===== src/hdl/gcsm_pkg.sv =====
// Shared types, constants and helpers for the grid cell set merger.
package gcsm_pkg;

	localparam int MAX_SIDE   = 16;
	localparam int CELL_COUNT = MAX_SIDE * MAX_SIDE;
	localparam int IDX_W      = $clog2(CELL_COUNT);
	localparam int LABEL_W    = IDX_W;
	localparam int COORD_W    = $clog2(MAX_SIDE);
	localparam int SPAN_W     = 5;
	localparam int CFG_IDX_W  = 2;
	localparam int IN_DATA_W  = 4 * COORD_W;
	localparam int OUT_DATA_W = 8;

	localparam logic [SPAN_W-1:0]    SPAN_RESET      = SPAN_W'(10);
	localparam logic [SPAN_W-1:0]    SPAN_MAX        = SPAN_W'(MAX_SIDE);
	localparam logic [CFG_IDX_W-1:0] CFG_GRID_WIDTH  = CFG_IDX_W'(0);
	localparam logic [CFG_IDX_W-1:0] CFG_GRID_HEIGHT = CFG_IDX_W'(1);
	localparam logic                 OP_CLEAR        = 1'b0;
	localparam logic                 OP_EDGE         = 1'b1;
	localparam logic [IDX_W-1:0]     WALK_LAST       = IDX_W'(CELL_COUNT - 1);

	typedef enum logic [2:0] {
		ST_IDLE,
		ST_DECODE,
		ST_READ_A,
		ST_READ_B,
		ST_CHECK,
		ST_WALK,
		ST_FINISH
	} gcsm_state_t;

	typedef struct packed {
		logic load;
		logic clear_sets;
		logic read_a;
		logic read_b;
		logic check;
		logic walk;
		logic emit;
	} gcsm_cmd_t;

	typedef struct packed {
		logic op_edge;
		logic out_of_grid;
		logic labels_differ;
		logic walk_last;
		logic out_free;
	} gcsm_sts_t;

	// grid register values above the store size clamp to the store size
	function automatic logic [SPAN_W-1:0] span_in_use(input logic [SPAN_W-1:0] reg_val);
		return (reg_val > SPAN_MAX) ? SPAN_MAX : reg_val;
	endfunction

endpackage


===== src/hdl/grid_cell_set_merger_core.sv =====
// Top level of the grid cell set merger: union-find by relabelling for maze building.
//
//  channel | dir | handshake          | payload
//  s_      | in  | s_tvalid/s_tready  | s_tuser[0] op; s_tdata first_x, first_y, second_x, second_y
//  m_      | out | m_tvalid/m_tready  | m_tdata joined, out_of_grid, zero fill
//  cfg_    | in  | cfg_valid/cfg_ready| cfg_index register, cfg_data value
//
// Clear and out-of-grid items pass through the decode and finish states; the result is valid
// in the same cycle in which the next beat can be taken.
// Edge in one set: read A, read B and check, then finish. A merging edge adds a walk over all
// 256 label entries through the single read port of the label RAM, one entry a cycle.
// Reset needs no clearing pass: per-cell valid bits make unwritten cells read as their index.
// A stalled result beat sits in the output register; the input side is not blocked by it
// until the next result is ready.
module grid_cell_set_merger_core
	import gcsm_pkg::*;
(
	input  logic                  clk,
	input  logic                  arst_n,
	input  logic                  s_tvalid,
	output logic                  s_tready,
	input  logic [IN_DATA_W-1:0]  s_tdata,   // first_x, first_y, second_x, second_y
	input  logic [0:0]            s_tuser,   // op
	output logic                  m_tvalid,
	input  logic                  m_tready,
	output logic [OUT_DATA_W-1:0] m_tdata,   // joined, out_of_grid, zero fill
	input  logic                  cfg_valid,
	output logic                  cfg_ready,
	input  logic [CFG_IDX_W-1:0]  cfg_index,
	input  logic [SPAN_W-1:0]     cfg_data
);

	gcsm_cmd_t cmd;
	gcsm_sts_t sts;

	assign cfg_ready = 1'b1;

	gcsm_ctrl u_ctrl (
		.clk      (clk),
		.arst_n   (arst_n),
		.s_tvalid (s_tvalid),
		.s_tready (s_tready),
		.sts      (sts),
		.cmd      (cmd)
	);

	gcsm_dpath u_dpath (
		.clk       (clk),
		.arst_n    (arst_n),
		.s_tuser   (s_tuser),
		.s_tdata   (s_tdata),
		.m_tvalid  (m_tvalid),
		.m_tready  (m_tready),
		.m_tdata   (m_tdata),
		.cfg_valid (cfg_valid),
		.cfg_index (cfg_index),
		.cfg_data  (cfg_data),
		.cmd       (cmd),
		.sts       (sts)
	);

endmodule


===== src/hdl/gcsm_ram.sv =====
// Generic simple dual-port RAM with registered read.
module gcsm_ram #(
	parameter int WIDTH = 8,
	parameter int DEPTH = 256
) (
	input  logic                     clk,
	input  logic                     we,
	input  logic [$clog2(DEPTH)-1:0] waddr,
	input  logic [WIDTH-1:0]         wdata,
	input  logic [$clog2(DEPTH)-1:0] raddr,
	output logic [WIDTH-1:0]         rdata
);

	logic [WIDTH-1:0] mem_q [DEPTH];
	logic [WIDTH-1:0] rdata_q;

	always_ff @(posedge clk) begin
		if (we) begin
			mem_q[waddr] <= wdata;
		end
		rdata_q <= mem_q[raddr];
	end

	assign rdata = rdata_q;

endmodule


===== src/hdl/gcsm_ctrl.sv =====
// Controller state machine: sequences decode, label reads, compare and relabel walk.
module gcsm_ctrl
	import gcsm_pkg::*;
(
	input  logic      clk,
	input  logic      arst_n,
	input  logic      s_tvalid,
	output logic      s_tready,
	input  gcsm_sts_t sts,
	output gcsm_cmd_t cmd
);

	gcsm_state_t state_q, state_d;

	always_ff @(posedge clk or negedge arst_n) begin
		if (!arst_n) begin
			state_q <= ST_IDLE;
		end else begin
			state_q <= state_d;
		end
	end

	always_comb begin
		state_d  = state_q;
		cmd      = '0;
		s_tready = 1'b0;
		case (state_q)
			ST_IDLE: begin
				s_tready = 1'b1;
				if (s_tvalid) begin
					cmd.load = 1'b1;
					state_d  = ST_DECODE;
				end
			end
			ST_DECODE: begin
				if (!sts.op_edge) begin
					cmd.clear_sets = 1'b1;
					state_d        = ST_FINISH;
				end else if (sts.out_of_grid) begin
					state_d = ST_FINISH;
				end else begin
					state_d = ST_READ_A;
				end
			end
			ST_READ_A: begin
				cmd.read_a = 1'b1;
				state_d    = ST_READ_B;
			end
			ST_READ_B: begin
				cmd.read_b = 1'b1;
				state_d    = ST_CHECK;
			end
			ST_CHECK: begin
				cmd.check = 1'b1;
				state_d   = sts.labels_differ ? ST_WALK : ST_FINISH;
			end
			ST_WALK: begin
				cmd.walk = 1'b1;
				if (sts.walk_last) begin
					state_d = ST_FINISH;
				end
			end
			ST_FINISH: begin
				if (sts.out_free) begin
					cmd.emit = 1'b1;
					state_d  = ST_IDLE;
				end
			end
			default: begin
				state_d = ST_IDLE;
			end
		endcase
	end

endmodule


===== src/hdl/gcsm_dpath.sv =====
// Datapath: grid registers, item latch, label store with valid bits, walk and result register.
module gcsm_dpath
	import gcsm_pkg::*;
(
	input  logic                   clk,
	input  logic                   arst_n,
	input  logic [0:0]             s_tuser,
	input  logic [IN_DATA_W-1:0]   s_tdata,
	output logic                   m_tvalid,
	input  logic                   m_tready,
	output logic [OUT_DATA_W-1:0]  m_tdata,
	input  logic                   cfg_valid,
	input  logic [CFG_IDX_W-1:0]   cfg_index,
	input  logic [SPAN_W-1:0]      cfg_data,
	input  gcsm_cmd_t              cmd,
	output gcsm_sts_t              sts
);

	logic [SPAN_W-1:0]   grid_width_q, grid_height_q;
	logic [SPAN_W-1:0]   span_w, span_h;
	logic                op_q;
	logic [COORD_W-1:0]  ax_q, ay_q, bx_q, by_q;
	logic                outside;
	logic [IDX_W-1:0]    walk_cnt_q;
	logic [IDX_W-1:0]    raddr;
	logic [IDX_W-1:0]    rd_idx_s1;
	logic                rd_walk_s1;
	logic [LABEL_W-1:0]  rdata;
	logic [LABEL_W-1:0]  eff_label;
	logic [LABEL_W-1:0]  la_q, lb_q;
	logic [CELL_COUNT-1:0] valid_q;
	logic                join_q;
	logic                we;
	logic                m_tvalid_q;
	logic [OUT_DATA_W-1:0] out_data_q;

	// config channel; writes are expected only while no item is in work
	always_ff @(posedge clk or negedge arst_n) begin
		if (!arst_n) begin
			grid_width_q  <= SPAN_RESET;
			grid_height_q <= SPAN_RESET;
		end else if (cfg_valid) begin
			case (cfg_index)
				CFG_GRID_WIDTH:  grid_width_q  <= cfg_data;
				CFG_GRID_HEIGHT: grid_height_q <= cfg_data;
				default: ;
			endcase
		end
	end

	assign span_w = span_in_use(grid_width_q);
	assign span_h = span_in_use(grid_height_q);

	always_ff @(posedge clk) begin
		if (cmd.load) begin
			op_q <= s_tuser[0];
			ax_q <= s_tdata[COORD_W-1:0];
			ay_q <= s_tdata[2*COORD_W-1:COORD_W];
			bx_q <= s_tdata[3*COORD_W-1:2*COORD_W];
			by_q <= s_tdata[4*COORD_W-1:3*COORD_W];
		end
	end

	assign outside = ({1'b0, ax_q} >= span_w) || ({1'b0, bx_q} >= span_w) ||
		({1'b0, ay_q} >= span_h) || ({1'b0, by_q} >= span_h);

	always_comb begin
		raddr = walk_cnt_q;
		if (cmd.read_a) begin
			raddr = {ay_q, ax_q};
		end else if (cmd.read_b) begin
			raddr = {by_q, bx_q};
		end
	end

	gcsm_ram #(
		.WIDTH(LABEL_W),
		.DEPTH(CELL_COUNT)
	) u_label_ram (
		.clk   (clk),
		.we    (we),
		.waddr (rd_idx_s1),
		.wdata (la_q),
		.raddr (raddr),
		.rdata (rdata)
	);

	// a cell never written since the last clear or reset reads as its own index
	assign eff_label = valid_q[rd_idx_s1] ? rdata : rd_idx_s1;
	assign we        = rd_walk_s1 && (eff_label == lb_q);

	always_ff @(posedge clk or negedge arst_n) begin
		if (!arst_n) begin
			valid_q    <= '0;
			rd_walk_s1 <= 1'b0;
			walk_cnt_q <= '0;
		end else begin
			rd_walk_s1 <= cmd.walk;
			if (cmd.clear_sets) begin
				valid_q <= '0;
			end else if (we) begin
				valid_q[rd_idx_s1] <= 1'b1;
			end
			if (cmd.check) begin
				walk_cnt_q <= '0;
			end else if (cmd.walk) begin
				walk_cnt_q <= walk_cnt_q + IDX_W'(1);
			end
		end
	end

	always_ff @(posedge clk) begin
		rd_idx_s1 <= raddr;
		if (cmd.read_b) begin
			la_q <= eff_label;
		end
		if (cmd.check) begin
			lb_q <= eff_label;
		end
	end

	always_ff @(posedge clk or negedge arst_n) begin
		if (!arst_n) begin
			join_q <= 1'b0;
		end else if (cmd.load) begin
			join_q <= 1'b0;
		end else if (cmd.check) begin
			join_q <= (la_q != eff_label);
		end
	end

	// result register: frees the input side while a beat waits downstream
	always_ff @(posedge clk or negedge arst_n) begin
		if (!arst_n) begin
			m_tvalid_q <= 1'b0;
		end else if (cmd.emit) begin
			m_tvalid_q <= 1'b1;
		end else if (m_tready) begin
			m_tvalid_q <= 1'b0;
		end
	end

	always_ff @(posedge clk) begin
		if (cmd.emit) begin
			out_data_q <= {{(OUT_DATA_W-2){1'b0}}, (op_q == OP_EDGE) && outside, join_q};
		end
	end

	assign m_tvalid = m_tvalid_q;
	assign m_tdata  = out_data_q;

	assign sts.op_edge       = (op_q == OP_EDGE);
	assign sts.out_of_grid   = outside;
	assign sts.labels_differ = (la_q != eff_label);
	assign sts.walk_last     = (walk_cnt_q == WALK_LAST);
	assign sts.out_free      = !m_tvalid_q || m_tready;

endmodule


===== config.mk =====
export PLATFORM = sky130hd
export DESIGN_NAME = grid_cell_set_merger_core
export DESIGN_NICKNAME = d
export VERILOG_FILES = /design/src/hdl/gcsm_pkg.sv /design/src/hdl/grid_cell_set_merger_core.sv /design/src/hdl/gcsm_ram.sv /design/src/hdl/gcsm_ctrl.sv /design/src/hdl/gcsm_dpath.sv
export SDC_FILE = /design/constraint.sdc
export NUM_CORES = 2
export LEC_CHECK = 0
export ABC_AREA = 1
export BUFFER_PORTS_ARGS = -buffer_cell sky130_fd_sc_hd__buf_2
export CORE_MARGIN = 1
export CORE_UTILIZATION = 35
export CTS_CLUSTER_DIAMETER = 30
export CTS_CLUSTER_SIZE = 25
export DETAILED_ROUTE_END_ITERATION = 7
export PLACE_DENSITY = 0.61
export SYNTH_ARGS = -nofsm -noshare
export SYNTH_HDL_FRONTEND = slang
export SYNTH_HIERARCHICAL = 1
export SYNTH_SLANG_ARGS = --single-unit

===== constraint.sdc =====
create_clock -name clk -period 4.1 [get_ports clk]
set_clock_uncertainty 0.2 [all_clocks]
set_input_delay 0.41 -clock clk [delete_from_list [all_inputs] [get_ports clk]]
set_output_delay 0.41 -clock clk [all_outputs]
set_load 0.01 [all_outputs]

==> impl_metrics.py <==
metrics = {
    "global_route": {
        "grt_max_degree": 188,
        "grt_pass1_vias": 76030,
        "grt_overflow": 0,
        "antenna_found_initial": 6,
        "grt_pass1_wl_um": 471500,
        "gr-usage-all-layers_pct": 20.64,
    },
    "timing": {
        "finalCritPeriodShare_pct": 105.1,
        "finalCriticalPeriod_ns": 4.309,
        "max-slew-margin-rel_pct": 25.57,
        "maxSlewViolCount": 0,
        "finalSetupViolCount": 2035,
        "tightest_slew_ns": 1.115,
        "rsz0062_at_grt": "true",
        "clock.fmax_ghz": 0.2321,
        "worst_slack_ns": -0.2086,
        "fin_hold_ws_ns": 0.08031,
        "finalHoldViolCount": 0,
    },
    "critical_path": {
        "rr_worst_depth": 28,
        "cp_max_fo": 8,
        "cp-end-kind": "register",
        "crit_arrival_ns": 4.64,
        "crit_start": "u_dpath/rd_idx_s1[0]",
        "required_ns": 4.43,
        "rr_startpoint": "u_dpath/rd_idx_s1[0]",
        "critPathKind": "register to register",
        "critPathLaunchType": "register",
        "critPathMaxStageDelay_ns": 0.35,
        "r2r_slack_ns": -0.21,
        "r2r-end": "u_dpath/u_label_ram/mem_q[133][4]",
        "crit_path_top_delay_cell": "dfxtp_4",
        "cpMostUsedCell": "nand2_1",
        "cp-endpoint": "u_dpath/u_label_ram/mem_q[133][4]",
    },
    "die": {
        "die_height_um": 545.7,
        "rows": 199,
        "core_area_um2": 294100,
        "io_pins": 40,
        "die_area_um2": 297800,
        "die_x_um": 545.7,
        "start_util_pct": 35.19,
    },
    "status": {
        "violations": "design-rule violations, negative setup slack",
        "status": "finished with violations",
    },
    "route": {
        "first_pass_iters": 8,
        "wl_met1_um": 129400,
        "drt_iter0_drc": 9583,
        "wirelength_um": 319100,
        "routedWlPerCell_um": 21.95,
        "topRoutingLayerUsed": "met5",
        "ant_nets": 0,
        "vias": 77680,
        "wl_met2_um": 147000,
        "dr_wl_met3_um": 28590,
        "drc": 15,
        "viasPerCell": 5.344,
    },
    "synthesis": {
        "ys_seq_elements": 2379,
        "yosysSeqAreaShare_pct": 67.54,
        "syn_area_um2": 103500,
        "synth.distinct_cells": 43,
        "avgSynthCellArea_um2": 10.58,
        "ys_warn_count": 6,
        "ys_async_sr_fraction_pct": 11.77,
        "synth_largest_area_cell": "edfxtp_1",
        "ys.flop_type": "edfxtp_1",
        "synthCells": 9783,
        "synth.area.top_cells": "edfxtp_1 60%, nand2_1 11%, nand3_1 11%",
        "yosys.area.top_type_share_pct": 60.45,
        "synth_edf_count": 2083,
    },
    "finish": {
        "drive_above_1_share_pct": 15.27,
        "layout_common_cells": "3096 x nand2_1, 2310 x nand3_1, 2083 x edfxtp_1, 467 x clkbuf_16, 454 x buf_4",
        "fill_cells": 26890,
        "final_common_cell": "nand2_1",
        "num-nets-final": 10290,
        "syn2layout_area_growth_pct": 23.82,
    },
    "power_and_ir_drop": {
        "vdd_drop_max_mv": 0.6522,
        "p_leak_nw": 50.78,
        "p_per_area_nw_per_um2": 758.3,
    },
    "job": {
        "drv_cap": 0,
    },
    "clock_tree": {
        "clock-root-buffer": "clkbuf_16",
        "cts_tree": "yes",
        "worstSkewPairLatency_ns": 0.95,
        "clockBufferDepth": 4,
        "cts_max_level": 5,
        "path_clk_slew_ns": 0.04,
        "clock_sinks": 2379,
        "cts_buffers": 451,
    },
    "place": {
        "dp_hpwl_um": 185100,
        "portBuffers": 32,
        "pre_cts_ws_ns": -0.4387,
        "globalplace.congestion": 0.8956,
    },
    "worst_hold_path": {
        "hp-class": "primary input to register",
        "holdPathStages": 2,
        "min_from": "s_tuser",
    },
}
## worst max-delay path, delay by kind of cell, from the launching register on
| kind | cells | cell delay, ns |
|---|---|---|
| and+or+nand+nor | 15 | 1.40 |
| buffers and inverters | 11 | 1.67 |
| DFF | 1 | 0.35 |
| AOI/OAI and AO/OA | 2 | 0.29 |
## cells by family (layout without fill, tap and decap cells)
family / Yosys count / after routing / share of synthesized area [%]
AOI/OAI and AO/OA: 305 / 305 / 1.981
DFF: 2379 / 2379 / 67.54
other: 2 / 10 / 0.007258
xor gates and xnor gates: 5 / 5 / 0.04232
and+or+nand+nor: 6164 / 6164 / 25.92
adders and majority gates: 17 / 17 / 0.2056
buffers and inverters: 911 / 1737 / 4.312
## power by group
group	leakage [nW]	switching, mW	internal, mW
clock network	7.26	12.9	23.2
registers	22.7	0.253	27.5
logic	20.8	24.1	9.22
## final cells by class
class / instances / area, µm² / area share [%]
Antenna cell: 3 / 7.507 / 0.005859
Inverter: 194 / 788.3 / 0.6152
Multi-Input combinational cell: 6498 / 29890 / 23.33
Timing Repair Buffer: 717 / 7527 / 5.875
Clock buffer: 515 / 11790 / 9.204
Tap cell: 3919 / 4903 / 3.827
Sequential cell: 2379 / 69890 / 54.55
Clock inverter: 311 / 3318 / 2.590
## per-layer routing
metal  global-route usage, %  vias up
met2                   33.07     3791
met5                       0        -
met1                   27.11    37890
li1                        -    35240
met4                   8.938        2
met3                   4.196      764
## synth_stat cells, types with 3 or more instances
master	instances
a21boi_0	4
a21o_1	179
a21oi_1	12
a31o_2	3
buf_1	61
buf_2	325
buf_4	61
buf_6	52
clkbuf_1	217
dfrtp_1	276
dfstp_2	4
dfxtp_1	16
edfxtp_1	2083
ha_1	17
inv_1	185
inv_2	7
nand2_1	3144
nand2_2	9
nand3_1	2320
nand4_1	266
nor2_1	401
nor2_2	4
nor2_4	3
nor3_1	6
nor4_1	3
o211ai_1	5
o21a_1	9
o21ai_0	78
o21ai_1	10
xnor2_1	5
## worst min path at each step
stage | end | slack (ns)
2_1_floorplan | u_ctrl/state_q[0] | -0.09
3_3_place_gp | u_dpath/m_tdata[0] | 0.23
3_5_place_dp | u_dpath/m_tdata[0] | 0.24
4_1_cts | u_dpath/ay_q[3] | 0.03
5_1_grt | u_dpath/ay_q[3] | 0.04
6_report | u_dpath/op_q | 0.08
## flip-flops by register name (all words and copies together) (netlist names)
signal and cells:
u_dpath/walk_cnt_q 8, u_dpath/m_tdata 2, u_ctrl/state_q 3, u_dpath/ay_q 4, u_dpath/ax_q 4, u_dpath/u_label_ram/rdata 8
u_dpath/op_q 1, u_dpath/valid_q 256, u_dpath/la_q 8, u_dpath/grid_height_q 5, u_dpath/bx_q 4, u_dpath/rd_idx_s1 8
u_dpath/join_q 1, u_dpath/u_label_ram/mem_q 2048, u_dpath/by_q 4, u_dpath/lb_q 8, u_dpath/m_tvalid 1, u_dpath/grid_width_q 5
u_dpath/rd_walk_s1 1
## timing repair
item	CTS	global route
gates resized for setup	189	98
gates cloned	12	11
pin swaps	29	25
hold buffers	33	0
setup buffers	17	7
endpoints found under the hold margin	182	0
setup endpoints to repair	2048	2080
## metrics by stage
| step | instances | util (%) | TNS (ns) | instance area [µm²] | total power, mW |
|---|---|---|---|---|---|
| 6_report | 14540 | 43.57 | -217.92 | 128100 | 97.16 |
| 5_1_grt | 14540 | 43.57 | -669.40 | 128100 | 101.1 |
| 4_1_cts | 14520 | 43.33 | -35.03 | 127400 | 96.76 |
| 3_3_place_gp | 13630 | 37.70 | -468.69 | 110900 | 59.83 |
| 2_1_floorplan | 9788 | - | -370.61 | 103500 | 48.91 |
| 3_5_place_dp | 13630 | 37.70 | -460.89 | 110900 | 60.09 |
Note: power is estimated with default switching activity, not from simulation.
